`src/rtl/mfrs_pkg.sv`:
```
// ----------------------------------------------------------------------------
// mfrs_pkg - shared constants and float decode for the reply scanner
// Header bytes, counter widths and the float32 to int16 (x10) conversion.
// ----------------------------------------------------------------------------
package mfrs_pkg;

  localparam int unsigned BUF_SIZE_DEF = 1024;
  localparam int unsigned CNT_W        = 16;
  localparam int unsigned MIN_LEN_W    = 11;

  localparam logic [7:0] HDR_ADDR = 8'h01;
  localparam logic [7:0] HDR_FUNC = 8'h03;
  localparam logic [7:0] HDR_LEN  = 8'h04;

  localparam logic [CNT_W-1:0]     COUNT_SAT   = {CNT_W{1'b1}};
  localparam logic [MIN_LEN_W-1:0] MIN_LEN_RST = 11'd9;

  localparam logic [15:0] INT16_MAX = 16'h7FFF;
  localparam logic [15:0] INT16_MIN = 16'h8000;

  // Header match progress
  typedef enum logic [1:0] {
    HDR_NONE = 2'd0,
    HDR_GOT1 = 2'd1,
    HDR_GOT2 = 2'd2
  } hdr_stage_t;

  // Single-precision value times ten, single-precision rounding (RNE),
  // truncated toward zero and saturated to int16. NaN gives zero.
  function automatic logic signed [15:0] decode_x10(input logic [31:0] w);
    logic        sgn;
    logic [7:0]  ex;
    logic [23:0] man;
    logic [27:0] prod;
    logic [23:0] keep;
    logic        rbit;
    logic        sticky;
    logic        rnd;
    logic [24:0] sum;
    logic [23:0] mres;
    logic [9:0]  xe;
    logic [9:0]  sh;
    logic [23:0] shifted;
    logic [14:0] mag;
    logic        sat;
    logic [15:0] res;
    sgn  = w[31];
    ex   = w[30:23];
    man  = {1'b1, w[22:0]};
    // man * 10 = man * 8 + man * 2
    prod = {1'b0, man, 3'b000} + {3'b000, man, 1'b0};
    if (prod[27]) begin
      keep   = prod[27:4];
      rbit   = prod[3];
      sticky = |prod[2:0];
      xe     = {2'b00, ex} + 10'd4;
    end else begin
      keep   = prod[26:3];
      rbit   = prod[2];
      sticky = |prod[1:0];
      xe     = {2'b00, ex} + 10'd3;
    end
    rnd = rbit & (sticky | keep[0]);
    sum = {1'b0, keep} + {24'd0, rnd};
    if (sum[24]) begin
      mres = sum[24:1];
      xe   = xe + 10'd1;
    end else begin
      mres = sum[23:0];
    end
    // value = mres * 2^(xe - 150); integer part reaches 2^15 once xe >= 142
    sat = (xe >= 10'd142);
    sh  = 10'd150 - xe;
    if (sat) begin
      mag = '0;
    end else if (sh >= 10'd24) begin
      mag = '0;
    end else begin
      shifted = mres >> sh[4:0];
      mag     = shifted[14:0];
    end
    if (ex == 8'hFF) begin
      // infinity saturates, NaN reads as zero
      if (w[22:0] != 23'd0) res = 16'd0;
      else                  res = sgn ? INT16_MIN : INT16_MAX;
    end else if (ex == 8'h00) begin
      res = 16'd0;
    end else if (sat) begin
      res = sgn ? INT16_MIN : INT16_MAX;
    end else begin
      res = sgn ? (16'd0 - {1'b0, mag}) : {1'b0, mag};
    end
    return $signed(res);
  endfunction

endpackage

```
`src/rtl/modbus_float_reply_scanner_core.sv`:
```
// ----------------------------------------------------------------------------
// modbus_float_reply_scanner_core - Modbus read reply float32 scanner
// Scans received byte batches for an 01 03 04 reply header and decodes the
// following big-endian float into a saturated int16 reading times ten.
// ----------------------------------------------------------------------------
// Usage:
//   Input channel (in_valid / in_stall) carries one received byte per word,
//   with in_batch_end on the last byte of a batch and the batch's channel and
//   quantity. Output channel (out_valid / out_stall) carries one reading word
//   per scanned batch in which a header was found.
//   A batch shorter than the configured minimum is kept and joined to the
//   next one. cfg_wr_en / cfg_wr_data set that minimum (reset value 9).
//   The reading is registered: out_valid rises in the cycle after the batch_end byte is taken.
//   Throughput: one byte per cycle while in_stall is low; the scan state and a
//   single output register are the only stages, the float decode sits ahead
//   of the output register.
//   Reset (rst_n low, synchronous) clears the scan state and the output
//   valid flag and restores the minimum batch length.
//   When the receiver stalls, the waiting reading holds and in_stall rises
//   only while the output register is full and stalled.
// ----------------------------------------------------------------------------
module modbus_float_reply_scanner_core #(
  parameter int unsigned BUF_SIZE = mfrs_pkg::BUF_SIZE_DEF
) (
  input  logic                                 clk,
  input  logic                                 rst_n,
  input  logic                                 in_valid,
  output logic                                 in_stall,
  input  logic [7:0]                           in_rx_byte,
  input  logic                                 in_batch_end,
  input  logic [3:0]                           in_channel,
  input  logic                                 in_quantity,
  output logic                                 out_valid,
  input  logic                                 out_stall,
  output logic signed [15:0]                   out_present_value,
  output logic [3:0]                           out_channel,
  output logic                                 out_quantity,
  input  logic                                 cfg_wr_en,
  input  logic [mfrs_pkg::MIN_LEN_W-1:0]       cfg_wr_data
);
  import mfrs_pkg::*;

  localparam logic [CNT_W:0] BufLim = (CNT_W+1)'(BUF_SIZE);

  // Scan state
  hdr_stage_t           hdr_r, hdr_nxt;
  logic [2:0]           dcnt_r, dcnt_nxt;
  logic [31:0]          fword_r, fword_nxt;
  logic                 done_r, done_nxt;
  logic [CNT_W-1:0]     cnt_r, cnt_nxt;
  logic [MIN_LEN_W-1:0] min_len_r;

  // Result register
  logic                 ovalid_r, ovalid_nxt;
  logic signed [15:0]   ovalue_r;
  logic [3:0]           ochan_r;
  logic                 oqty_r;

  logic accept;
  logic emit;
  logic scan_end;
  logic [CNT_W:0] pos_x;

  assign in_stall = ovalid_r & out_stall;
  assign accept   = in_valid & ~in_stall;
  assign pos_x    = {1'b0, cnt_r};

  // Per-byte scan
  always_comb begin
    hdr_nxt   = hdr_r;
    dcnt_nxt  = dcnt_r;
    fword_nxt = fword_r;
    done_nxt  = done_r;
    if (done_r) begin
      if (dcnt_r < 3'd4) begin
        if (pos_x < BufLim) begin
          fword_nxt = fword_r | ({24'd0, in_rx_byte} << {(2'd3 - dcnt_r[1:0]), 3'b000});
        end
        dcnt_nxt = dcnt_r + 3'd1;
      end
    end else if (hdr_r == HDR_GOT2 && in_rx_byte == HDR_LEN) begin
      hdr_nxt = HDR_NONE;
      if (cnt_r >= CNT_W'(2) && (pos_x + (CNT_W+1)'(1)) < BufLim) begin
        done_nxt  = 1'b1;
        fword_nxt = '0;
        dcnt_nxt  = '0;
      end
    end else if (hdr_r == HDR_GOT1 && in_rx_byte == HDR_FUNC) begin
      hdr_nxt = HDR_GOT2;
    end else begin
      hdr_nxt = (in_rx_byte == HDR_ADDR) ? HDR_GOT1 : HDR_NONE;
    end
    cnt_nxt = (cnt_r != COUNT_SAT) ? cnt_r + CNT_W'(1) : cnt_r;

    scan_end = in_batch_end && (cnt_nxt >= {{(CNT_W-MIN_LEN_W){1'b0}}, min_len_r});
    emit     = scan_end & done_nxt;
    if (scan_end) begin
      hdr_nxt   = HDR_NONE;
      dcnt_nxt  = '0;
      done_nxt  = 1'b0;
      cnt_nxt   = '0;
    end
  end

  // Output word hand-off
  always_comb begin
    ovalid_nxt = ovalid_r & out_stall;
    if (accept && emit) ovalid_nxt = 1'b1;
  end

  // Control registers
  always_ff @(posedge clk) begin
    if (!rst_n) begin
      hdr_r     <= HDR_NONE;
      dcnt_r    <= '0;
      fword_r   <= '0;
      done_r    <= 1'b0;
      cnt_r     <= '0;
      min_len_r <= MIN_LEN_RST;
      ovalid_r  <= 1'b0;
    end else begin
      if (accept) begin
        hdr_r   <= hdr_nxt;
        dcnt_r  <= dcnt_nxt;
        fword_r <= scan_end ? 32'd0 : fword_nxt;
        done_r  <= done_nxt;
        cnt_r   <= cnt_nxt;
      end
      if (cfg_wr_en) min_len_r <= cfg_wr_data;
      ovalid_r <= ovalid_nxt;
    end
  end

  // Result payload, decoded on the way in
  always_ff @(posedge clk) begin
    if (accept && emit) begin
      ovalue_r <= decode_x10(fword_nxt);
      ochan_r  <= in_channel;
      oqty_r   <= in_quantity;
    end
  end

  assign out_valid         = ovalid_r;
  assign out_present_value = ovalue_r;
  assign out_channel       = ochan_r;
  assign out_quantity      = oqty_r;

endmodule

```
`config.mk`:
```
export PLATFORM = sky130hd
export DESIGN_NAME = modbus_float_reply_scanner_core
export DESIGN_NICKNAME = d
export VERILOG_FILES = /design/src/rtl/mfrs_pkg.sv /design/src/rtl/modbus_float_reply_scanner_core.sv
export SDC_FILE = /design/constraint.sdc
export NUM_CORES = 1
export LEC_CHECK = 0
export BUFFER_PORTS_ARGS = -buffer_cell sky130_fd_sc_hd__buf_2
export CORE_ASPECT_RATIO = 0.5
export CORE_MARGIN = 2
export CORE_UTILIZATION = 51
export CTS_CLUSTER_DIAMETER = 40
export CTS_CLUSTER_SIZE = 28
export DETAILED_ROUTE_END_ITERATION = 10
export PLACE_DENSITY_LB_ADDON = 0.25
export SYNTH_ARGS = -nofsm -noshare
export SYNTH_HDL_FRONTEND = slang
export SYNTH_SLANG_ARGS = --single-unit
```
`constraint.sdc`:
```
create_clock -name clk -period 15.85 [get_ports clk]
set_clock_uncertainty 0.15 [all_clocks]
set_input_delay 3.17 -clock clk [delete_from_list [all_inputs] [get_ports clk]]
set_output_delay 3.17 -clock clk [all_outputs]
set_load 0.05 [all_outputs]
```
==> out/summary.md, run 1 <==
Setup path
- 14.47 ns — data arrival time at the worst-slack endpoint
- sky130_fd_sc_hd__nor2_2 — crit path max-delay cell type
- register — Crit. End Element
- out_present_value[15] — worst reg2reg endpoint
- 27 — Max Fanout on Critical Path
- 15.79 ns — data required time of the worst path
- 39 — worst r2r path cells
- cnt_r[1] — worst reg2reg startpoint
- 0.64 ns — longest individual stage delay on the worst path
- in2reg — kind of critical path
- input pin — element type at the critical path start
- 3.22 ns — R2R Setup Slk

Synth
- 87 — count of state elements after synthesis
- 1490 — synthesized netlist net count
- 0 — Syn. warnings
- sky130_fd_sc_hd__dfxtp_1 — largest area contributor in the netlist
- 0.0104 mm^2 — post-synthesis cell area
- sky130_fd_sc_hd__dfxtp_1 — most instantiated flip-flop cell in the synthesis netlist
- 100 — post-synth cell types
- 7.33 um^2 — average size of a mapped cell
- 21 — count of flip-flops with a built-in enable after synthesis
- 0.188 — fraction of the yosys area taken by sequential cells
- sky130_fd_sc_hd__dfxtp_1 (13%), sky130_fd_sc_hd__a21oi_1 (7.0%), sky130_fd_sc_hd__edfxtp_1 (6.1%) — largest cells by area after synthesis
- 0.127 — portion of synthesized cell area occupied by the leading cell type
- 1415 — cell count after synthesis
- 0 — asr flop ratio synth

Die
- 105 um — die span in y
- 36 — row count
- 0.0197 mm^2 — area of the core
- 53 — top-level I/O count
- 206 um — x dimension of the die
- 0.0216 mm^2 — Die Outline Area
- 0.527 — initial cell density of the core

CTS
- 0.35 ns — worst skew pair latency
- 87 — clock sinks
- 0 — # hold bufs at CTS
- 0.07 ns — clk slew on worst S/H paths
- 3 — # H-tree levels
- 2 — CTS Buffer Depth
- yes — TritonCTS clock tree
- 0 — setup fix buffers added after clock tree synthesis
- sky130_fd_sc_hd__clkbuf_16 — root buffer cell
- 9 — clock buffers created by TritonCTS
- 0 — number of cells upsized or downsized after cts

Timing
- 0.373 — headroom to the max-slew limit
- 0.0688 GHz — max frequency
- 0 — Max Transition Viols Final
- 0 — final number of hold-violating endpoints
- 0.302 ns — post-route worst hold slack
- 0 ns — setup TNS after final layout
- false — unrepaired setup endpoints after global routing
- 0.917 — share of the cycle needed by the critical path after routing
- 14.53 ns — shortest clock period the worst path allows after layout
- 0 — final setup vio count
- 0.934 ns — slew at the pin closest to its max-slew limit
- 1.32 ns — Final WS setup

Global route
- 0 — antenna violations before repair
- 0.313 — GRT Total Usage
- 10200 — via count of the first global-routing pass
- 59 — maximum number of pins on one net before global-route repair
- 54.4 mm — global-route wire length before repair
- 0 — total congestion overflow after global routing

Layout
- 0.00790 mm^2 — area occupied by multi-input gates
- 0 — number of diodes
- 0.00195 mm^2 — area taken by flip-flops and latches
- 1852 — fillers
- 0.110 — ratio of cells with drive above 1 in the final layout
- sky130_fd_sc_hd__a21oi_1 — leading cell type in the layout, fill and taps excluded
- sky130_fd_sc_hd__a21oi_1 (146), sky130_fd_sc_hd__nor2_1 (128), sky130_fd_sc_hd__nand2_1 (128) — most used cells in the layout excluding fill and tap cells
- 1485 — Nets
- 6.36% — layout overhead on the synthesized area

Worst hold path
- 2 — worst hold stages
- fword_r[9] — Hold Path Sink
- reg2reg — type of the worst min-delay path
- fword_r[9] — startpoint of the lowest-slack hold path

Placement
- 1.26 ns — dpl ws
- 0.961 — routability congestion estimate from global placement
- 52 — IO buf count
- 26.4 mm — Final HPWL DP

Routing
- 6.75 — per-cell via count in the routed design
- 20.4 um — average detailed-routed wire length per instance
- 11300 — total via count after detailed routing
- 1313 — number of DRC markers after the initial detailed-route iteration
- 34.3 mm — overall routed net length
- 0 — number of nets with antenna violations after detailed routing
- 6 — drt pass-1 iters
- 0 — DR DRC count

Power and ir drop
- 0.0463 mV — largest vdd supply drop
- 4.09 nW — reported leakage power
- 42.3 mW/mm^2 — power density of the placed cells

Run
- 0 — Max Cap Violations

Run status
- finished, final reports clean — outcome

-- synth_stat cells, types with 5 or more instances --
master	count
sky130_fd_sc_hd__edfxtp_1	21
sky130_fd_sc_hd__nand3_1	94
sky130_fd_sc_hd__nand4b_1	8
sky130_fd_sc_hd__and4_1	9
sky130_fd_sc_hd__mux2_2	13
sky130_fd_sc_hd__nor3_1	40
sky130_fd_sc_hd__mux2i_1	43
sky130_fd_sc_hd__o31ai_1	13
sky130_fd_sc_hd__and3_1	17
sky130_fd_sc_hd__o211a_1	11
sky130_fd_sc_hd__o22ai_1	7
sky130_fd_sc_hd__o21a_1	10
sky130_fd_sc_hd__a211oi_1	20
sky130_fd_sc_hd__and2_1	17
sky130_fd_sc_hd__clkbuf_1	43
sky130_fd_sc_hd__a21oi_1	146
sky130_fd_sc_hd__a31oi_1	30
sky130_fd_sc_hd__or4_1	7
sky130_fd_sc_hd__buf_4	7
sky130_fd_sc_hd__nand4_1	26
sky130_fd_sc_hd__nand2_1	128
sky130_fd_sc_hd__or2_2	9
sky130_fd_sc_hd__buf_1	10
sky130_fd_sc_hd__ha_1	44
sky130_fd_sc_hd__nor2_1	128
sky130_fd_sc_hd__o21ai_0	58
sky130_fd_sc_hd__a22oi_1	9
sky130_fd_sc_hd__nor2b_1	5
sky130_fd_sc_hd__o211ai_1	22
sky130_fd_sc_hd__or3_1	10
sky130_fd_sc_hd__a21o_1	31
sky130_fd_sc_hd__dfxtp_1	66
sky130_fd_sc_hd__buf_2	27
sky130_fd_sc_hd__inv_1	35
sky130_fd_sc_hd__a211o_1	6
sky130_fd_sc_hd__o21ai_1	6
sky130_fd_sc_hd__xnor2_1	46
sky130_fd_sc_hd__o2111ai_1	5
sky130_fd_sc_hd__nand2b_1	12
sky130_fd_sc_hd__xor2_1	22
sky130_fd_sc_hd__nor4_1	32
sky130_fd_sc_hd__a41oi_1	8
-- per-stage QoR --
step	area, um^2	instances	util	power, mW
floorplan	10400	1415	-	0.250
global placement	10700	1665	0.546	0.260
detailed placement	10700	1665	0.546	0.261
CTS	11000	1680	0.560	0.467
global route	11000	1680	0.560	0.479
finish	11000	1680	0.560	0.467
-- where the power goes --
group | internal [mW] | switching [mW] | total (mW)
registers | 0.228 | 0.00145 | 0.230
clock network | 0.115 | 0.0954 | 0.211
logic | 0.00924 | 0.0171 | 0.0264
total | 0.353 | 0.114 | 0.467
-- routing by layer --
| metal | track usage | vias to the layer above | wire length (um) |
|---|---|---|---|
| met5 | 0 | - | 0 |
| met1 | 0.430 | 5342 | 15000 |
| li1 | - | 5368 | - |
| met3 | 0.0692 | 55 | 3150 |
| met4 | 0.0879 | 0 | 669 |
| met2 | 0.491 | 581 | 15400 |
-- registers in the layout, summed over array words and instances (netlist names) --
signal and count:
dcnt_r 3, done_r 1, min_len_r 11, fword_r 32, out_channel 4, out_quantity 1, hdr_r 2, out_valid 1
cnt_r 16, out_present_value 16
-- worst max path at each step --
stage	from	end	slack, ns	depth (start not counted)
2_1_floorplan	in_rx_byte[1]	out_present_value[11]	2.65	44
3_3_place_gp	in_rx_byte[6]	out_present_value[11]	1.62	37
3_5_place_dp	in_rx_byte[6]	out_present_value[11]	1.26	37
4_1_cts	in_rx_byte[6]	out_present_value[11]	1.60	37
5_1_grt	in_rx_byte[6]	out_present_value[15]	0.48	37
6_report	in_rx_byte[6]	out_present_value[15]	1.32	38
-- kinds of logic (layout without fill, tap and decap cells) --
kind of cell | Yosys count | after routing | share of synthesized area
flip-flops | 87 | 87 | 0.188
AO/OA/AOI/OAI | 452 | 452 | 0.294
buffers and inverters | 127 | 126 | 0.0519
XOR/XNOR | 69 | 69 | 0.0590
adder cells (fa/ha/maj) | 45 | 45 | 0.0550
AND/OR/NAND/NOR | 577 | 577 | 0.293
multiplexers | 58 | 58 | 0.0591
-- critical path: cells and delay by family --
family,cells,cell delay (ns)
simple gates,16,5.00
compound gates,11,3.46
buf+inv,6,1.25
fa+ha+maj,3,0.93
mux,1,0.37
xor+xnor,1,0.24
-- final cells by class --
| cell class | instances | share of cell area |
|---|---|---|
| clock inverters | 3 | 0.00238 |
| inverters | 39 | 0.0133 |
| clock buffers | 12 | 0.0233 |
| well taps | 266 | 0.0302 |
| repair buffers | 72 | 0.0372 |
| flip-flops and latches | 87 | 0.177 |
| multi-input cells | 1201 | 0.717 |
Power figures use the tool's default switching activity.
==> inputs of run 2 (changes only) <==
--- a/config.mk
+++ b/config.mk
@@ -13,6 +13,7 @@
 export CTS_CLUSTER_SIZE = 28
 export DETAILED_ROUTE_END_ITERATION = 10
 export PLACE_DENSITY_LB_ADDON = 0.25
+export SLEW_MARGIN = 20
 export SYNTH_ARGS = -nofsm -noshare
 export SYNTH_HDL_FRONTEND = slang
 export SYNTH_SLANG_ARGS = --single-unit
==> constraint.sdc (replaced) <==
create_clock -name clk -period 11.9 [get_ports clk]
set_clock_uncertainty 0.15 [all_clocks]
set_input_delay 2.38 -clock clk [delete_from_list [all_inputs] [get_ports clk]]
set_output_delay 2.38 -clock clk [all_outputs]
set_load 0.05 [all_outputs]
==> out/summary.md, run 2 (synthesis gave the netlist of run 1 again) <==
Layout
- 9.99% — layout overhead on the synthesized area
- 0.142 — ratio of cells with drive above 1 in the final layout
- 1517 — Nets
- 0 — number of diodes
- fword_r — register name with the most flops
- sky130_fd_sc_hd__a21oi_1 (146), sky130_fd_sc_hd__nor2_1 (127), sky130_fd_sc_hd__nand2_1 (126) — most used cells in the layout excluding fill and tap cells
- 32 — number of flip-flops in the largest register
- 0.0114 mm^2 — post-route cell area
- sky130_fd_sc_hd__a21oi_1 — leading cell type in the layout, fill and taps excluded
- 0.579 — Post-Route Utilization

Global route
- 54.8 mm — global-route wire length before repair
- 0 — total congestion overflow after global routing
- 10300 — via count of the first global-routing pass
- 61 — maximum number of pins on one net before global-route repair
- 0.314 — GRT Total Usage
- 0 — antenna violations before repair

Setup path
- cnt_r[0] — worst reg2reg startpoint
- input pin — element type at the critical path start
- 23 — Max Fanout on Critical Path
- 1.34 ns — R2R Setup Slk
- sky130_fd_sc_hd__or4b_1 — crit path max-delay cell type
- 41 — worst r2r path cells
- 0.47 ns — longest individual stage delay on the worst path
- 11.28 ns — data arrival time at the worst-slack endpoint
- sky130_fd_sc_hd__buf_4 — cell repeated most along the worst path
- out_present_value[14] — worst reg2reg endpoint
- in2reg — kind of critical path
- 11.84 ns — data required time of the worst path
- register — Crit. End Element

Die
- 206 um — x dimension of the die
- 0.0216 mm^2 — Die Outline Area
- 53 — top-level I/O count
- 105 um — die span in y
- 0.527 — initial cell density of the core
- 36 — row count
- 0.0197 mm^2 — area of the core

Routing
- 11400 — total via count after detailed routing
- 0 — DR DRC count
- 0 — number of nets with antenna violations after detailed routing
- 34.3 mm — overall routed net length
- 6 — drt pass-1 iters
- 1378 — number of DRC markers after the initial detailed-route iteration
- 20.0 um — average detailed-routed wire length per instance
- 6.64 — per-cell via count in the routed design

Power and ir drop
- 4.27 nW — reported leakage power
- 56.4 mW/mm^2 — power density of the placed cells
- 0.0806 mV — largest vdd supply drop
- 0.643 mW — sum of internal, switching and leakage power

Placement
- 26.4 mm — Final HPWL DP
- 52 — IO buf count
- 0.976 — routability congestion estimate from global placement
- 0.0110 mm^2 — Placed Area

CTS
- 2 — CTS Buffer Depth
- 0.35 ns — worst skew pair latency
- yes — TritonCTS clock tree
- sky130_fd_sc_hd__clkbuf_16 — root buffer cell
- 87 — clock sinks
- 0 — # hold bufs at CTS
- 9 — clock buffers created by TritonCTS
- 3 — # H-tree levels
- 0.07 ns — clk slew on worst S/H paths

Timing
- 0.953 — share of the cycle needed by the critical path after routing
- 0.301 ns — post-route worst hold slack
- 0 — final setup vio count
- 0 ns — setup TNS after final layout
- 0.372 — headroom to the max-slew limit
- 0 — Max Transition Viols Final
- 0.939 ns — slew at the pin closest to its max-slew limit
- 11.34 ns — shortest clock period the worst path allows after layout
- 0 — final number of hold-violating endpoints
- 0.0881 GHz — max frequency
- false — unrepaired setup endpoints after global routing

Run status
- finished, final reports clean — outcome

Worst hold path
- fword_r[13] — Hold Path Sink
- reg2reg — type of the worst min-delay path
- fword_r[13] — startpoint of the lowest-slack hold path
- 2 — worst hold stages

Run
- 0 — Max Cap Violations

-- run 2: changes by cell type in the layout (fill, tap and decap cells not counted), sizes merged --
cell,change
buf,+32
clkinv,-1
clkbuf,-1
inv,+2
bufinv,+1
-- run 2: power by group --
part	total, mW	internal, mW	switching (mW)
logic	0.0376	0.0134	0.0242
clock network	0.299	0.171	0.129
registers	0.306	0.304	0.00191
-- run 2: timing repair --
action / in CTS / in global routing
setup endpoints to repair: 0 / 14
gates resized for setup: 0 / 22
hold endpoints to repair: 0 / 0
buffers inserted: 0 / 2
-- run 2: area by class of cell --
cell class | count | area (um^2)
Fill cell | 1875 | 8280
Multi-Input combinational cell | 1201 | 8000
Sequential cell | 87 | 1950
Timing Repair Buffer | 104 | 663
Tap cell | 266 | 333
Clock buffer | 11 | 243
Inverter | 39 | 146
Clock inverter | 5 | 61.3
-- run 2: critical path, delay by kind of cell --
| family | cells | cell delay (ns) |
|---|---|---|
| fa+ha+maj | 3 | 0.71 |
| simple gates | 14 | 3.35 |
| buf+inv | 9 | 1.48 |
| xor+xnor | 1 | 0.20 |
| compound gates | 13 | 2.90 |
| mux | 1 | 0.25 |
-- run 2: layer usage --
layer	up-vias	GRT usage	part of all wire
met3	58	0.0515	0.085
met5	-	0	0
li1	5430	-	-
met1	5359	0.436	0.44
met2	523	0.508	0.45
met4	0	0.0725	0.021
-- run 2: worst max path at each step --
stage | end | start | slack (ns)
final | out_present_value[14] | in_rx_byte[6] | 0.56
after global routing | out_present_value[14] | in_rx_byte[6] | 0.04
after CTS | out_present_value[11] | in_rx_byte[6] | 0.26
after detailed placement | out_present_value[11] | in_rx_byte[6] | -0.1
after global placement | out_present_value[11] | in_rx_byte[6] | 0.11
after floorplan | out_present_value[11] | in_rx_byte[1] | 0.03
-- run 2: per-stage QoR --
step | setup slack (ns) | cells
floorplan | 0.0350 | 1415
global placement | 0.111 | 1695
detailed placement | -0.0976 | 1695
CTS | 0.259 | 1711
global route | 0.0374 | 1713
finish | 0.555 | 1713
==> inputs of run 3 (changes only) <==
--- a/config.mk
+++ b/config.mk
@@ -5,6 +5,7 @@
 export SDC_FILE = /design/constraint.sdc
 export NUM_CORES = 1
 export LEC_CHECK = 0
+export ABC_AREA = 1
 export BUFFER_PORTS_ARGS = -buffer_cell sky130_fd_sc_hd__buf_2
 export CORE_ASPECT_RATIO = 0.5
 export CORE_MARGIN = 2
==> out/summary.md, run 3 <==
Run status
- finished, final reports clean — outcome

Routing
- 12.4 mm — detailed route wirelength on metal2
- 5.54 — per-cell via count in the routed design
- 14.0 um — average detailed-routed wire length per instance
- 0 — number of nets with antenna violations after detailed routing
- 5 — drt pass-1 iters
- 0 — DR DRC count
- 28.3 mm — overall routed net length
- 11200 — total via count after detailed routing
- 13.4 mm — total routed wire length on the met1 layer
- 1088 — number of DRC markers after the initial detailed-route iteration
- met4 — highest metal used
- 1.92 mm — wire length on met3

Setup path
- sky130_fd_sc_hd__nand2_1 — cell repeated most along the worst path
- 53 — Max Fanout on Critical Path
- 0.44 ns — longest individual stage delay on the worst path
- simple AND/OR/NAND/NOR gates — category of cells accounting for the largest share of critical-path delay
- 11.84 ns — data required time of the worst path
- cnt_r[0] — worst reg2reg startpoint
- in_rx_byte[6] — critical path launch point
- 6 — Crit path buffers/inverters
- register — Crit. End Element
- sky130_fd_sc_hd__nand2_8 — crit path max-delay cell type
- 10.47 ns — data arrival time at the worst-slack endpoint
- 2.70 ns — R2R Setup Slk
- in2reg — kind of critical path
- input pin — element type at the critical path start

CTS
- 0 — number of cells upsized or downsized after cts
- 0.08 ns — clk slew on worst S/H paths
- 2 — CTS Buffer Depth
- yes — TritonCTS clock tree
- 0.35 ns — worst skew pair latency
- 9 — clock buffers created by TritonCTS
- 3 — # H-tree levels
- 0 — # hold bufs at CTS
- sky130_fd_sc_hd__clkbuf_16 — root buffer cell
- 0 — setup fix buffers added after clock tree synthesis
- 87 — clock sinks

Placement
- 2011 — placed instance count
- 0.972 — routability congestion estimate from global placement
- 21.9 mm — Final HPWL DP
- 52 — IO buf count

Synth
- 0.209 — portion of synthesized cell area occupied by the leading cell type
- 5.82 um^2 — average size of a mapped cell
- 21 — count of flip-flops with a built-in enable after synthesis
- 0 — asr flop ratio synth
- sky130_fd_sc_hd__nand2_1 — largest area contributor in the netlist
- 49 — post-synth cell types
- sky130_fd_sc_hd__nand2_1 — count leader, synth
- 1754 — cell count after synthesis
- 87 — count of state elements after synthesis
- sky130_fd_sc_hd__dfxtp_1 — most instantiated flip-flop cell in the synthesis netlist
- 0.191 — fraction of the yosys area taken by sequential cells
- 0 — Syn. warnings
- sky130_fd_sc_hd__nand2_1 (21%), sky130_fd_sc_hd__nand3_1 (14%), sky130_fd_sc_hd__dfxtp_1 (13%) — largest cells by area after synthesis
- sky130_fd_sc_hd__nand2_1 (569), sky130_fd_sc_hd__nand3_1 (293), sky130_fd_sc_hd__inv_1 (159) — most used standard cells in the synthesized netlist
- 0.0102 mm^2 — post-synthesis cell area
- 1829 — synthesized netlist net count

Die
- 104 um — die span in y
- 53 — top-level I/O count
- 36 — row count
- 0.0195 mm^2 — area of the core
- 204 um — x dimension of the die
- 0.0212 mm^2 — Die Outline Area
- 0.522 — initial cell density of the core

Power and ir drop
- 0.0614 mV — largest vdd supply drop
- 0.465 mW — internal power
- 0.266 — Switching Fraction
- 0.484 — sequential power share
- 58.9 mW/mm^2 — power density of the placed cells
- 5.52 nW — reported leakage power
- 0.061 — share of total power in combinational logic
- 0.455 — clock power share
- 0.168 mW — NetSw

Layout
- fword_r — register name with the most flops
- 32 — number of flip-flops in the largest register
- 2027 — Cell Count, Final, Fillers Out
- sky130_fd_sc_hd__nand2_1 — leading cell type in the layout, fill and taps excluded
- 1831 — Nets
- sky130_fd_sc_hd__nand2_1 (569), sky130_fd_sc_hd__nand3_1 (293), sky130_fd_sc_hd__inv_1 (159) — most used cells in the layout excluding fill and tap cells
- 0.0926 — ratio of cells with drive above 1 in the final layout
- 0.550 — Post-Route Utilization
- 0 — number of diodes
- 5.35% — layout overhead on the synthesized area

Global route
- 47.6 mm — global-route wire length before repair
- 0 — antenna violations before repair
- 55 — maximum number of pins on one net before global-route repair
- 0.269 — GRT Total Usage
- 0 — total congestion overflow after global routing
- 9733 — via count of the first global-routing pass

Timing
- 0.336 — headroom to the max-slew limit
- 0 ns — setup TNS after final layout
- 0 — final number of hold-violating endpoints
- 0 — final setup vio count
- 10.53 ns — shortest clock period the worst path allows after layout
- 0.995 ns — slew at the pin closest to its max-slew limit
- 0.312 ns — post-route worst hold slack
- 0.885 — share of the cycle needed by the critical path after routing
- 0 — Max Transition Viols Final
- false — unrepaired setup endpoints after global routing
- 0.0949 GHz — max frequency

Worst hold path
- min_len_r[2] — startpoint of the lowest-slack hold path
- reg2reg — type of the worst min-delay path

Run
- 0 — Max Cap Violations

## run 3: cell count changes after synthesis, moves of 21 or more
| cell | before | now |
|---|---|---|
| sky130_fd_sc_hd__inv_1 | 35 | 159 |
| sky130_fd_sc_hd__mux2i_1 | 43 | 0 |
| sky130_fd_sc_hd__nor4_1 | 32 | 11 |
| sky130_fd_sc_hd__xnor2_1 | 46 | 6 |
| sky130_fd_sc_hd__a31oi_1 | 30 | 3 |
| sky130_fd_sc_hd__nand3_1 | 94 | 293 |
| sky130_fd_sc_hd__a21o_1 | 31 | 2 |
| sky130_fd_sc_hd__a21oi_1 | 146 | 99 |
| sky130_fd_sc_hd__nand2_1 | 128 | 569 |
## run 3: routing by layer
metal / GRT usage / vias to the layer above
met5: 0 / -
met4: 0.0709 / 0
met3: 0.0363 / 46
met2: 0.422 / 398
met1: 0.386 / 4988
li1: - / 5801
## run 3: kinds of logic (layout without fill, tap and decap cells)
kind of cell	count (synthesis)	count (layout)	share of synthesized area
AND/OR/NAND/NOR	1128	1128	0.504
flip-flops	87	87	0.191
AO/OA/AOI/OAI	215	215	0.115
buffers and inverters	245	252	0.104
XOR/XNOR	34	34	0.0299
adder cells (fa/ha/maj)	45	45	0.0559
## run 3: per-stage QoR
step / area, um^2 / worst slack, ns / power [mW]
after floorplan: 10200 / 2.71 / 0.338
after global routing: 10800 / 0.419 / 0.656
after global placement: 10500 / 1.29 / 0.351
after detailed placement: 10500 / 1.13 / 0.351
final: 10800 / 1.37 / 0.633
after CTS: 10800 / 1.50 / 0.636
## run 3: layout make-up
| class | instances | area (um^2) |
|---|---|---|
| Timing Repair Buffer | 58 | 305 |
| Fill cell | 2078 | 8800 |
| Multi-Input combinational cell | 1422 | 7190 |
| Sequential cell | 87 | 1950 |
| Inverter | 178 | 671 |
| Clock buffer | 9 | 225 |
| Clock inverter | 7 | 73.8 |
| Tap cell | 266 | 333 |
## run 3: worst reg2reg max path: cells and delay by family (launching register included)
kind | cells | cell delay (ns)
buffers and inverters | 4 | 0.72
adder cells (fa/ha/maj) | 6 | 1.63
AND/OR/NAND/NOR | 38 | 5.77
flip-flops | 1 | 0.43
AO/OA/AOI/OAI | 1 | 0.27
## run 3: path summary, 6_finish.rpt
path,end,depth (start not counted)
hold / removal,min_len_r[2],2
setup / recovery,out_present_value[14],48
hold reg to reg,min_len_r[2],2
setup reg to reg,out_present_value[14],49
## run 3: power by group through the flow
| stage | Sequential, mW | Combinational (mW) | Clock (mW) |
|---|---|---|---|
| 6_report | 0.307 | 0.0387 | 0.288 |
| 2_1_floorplan | 0.313 | 0.0252 | 0 |
| 4_1_cts | 0.307 | 0.0382 | 0.291 |
| 3_3_place_gp | 0.313 | 0.0377 | 0 |
| 3_5_place_dp | 0.314 | 0.0379 | 0 |
| 5_1_grt | 0.307 | 0.0438 | 0.306 |
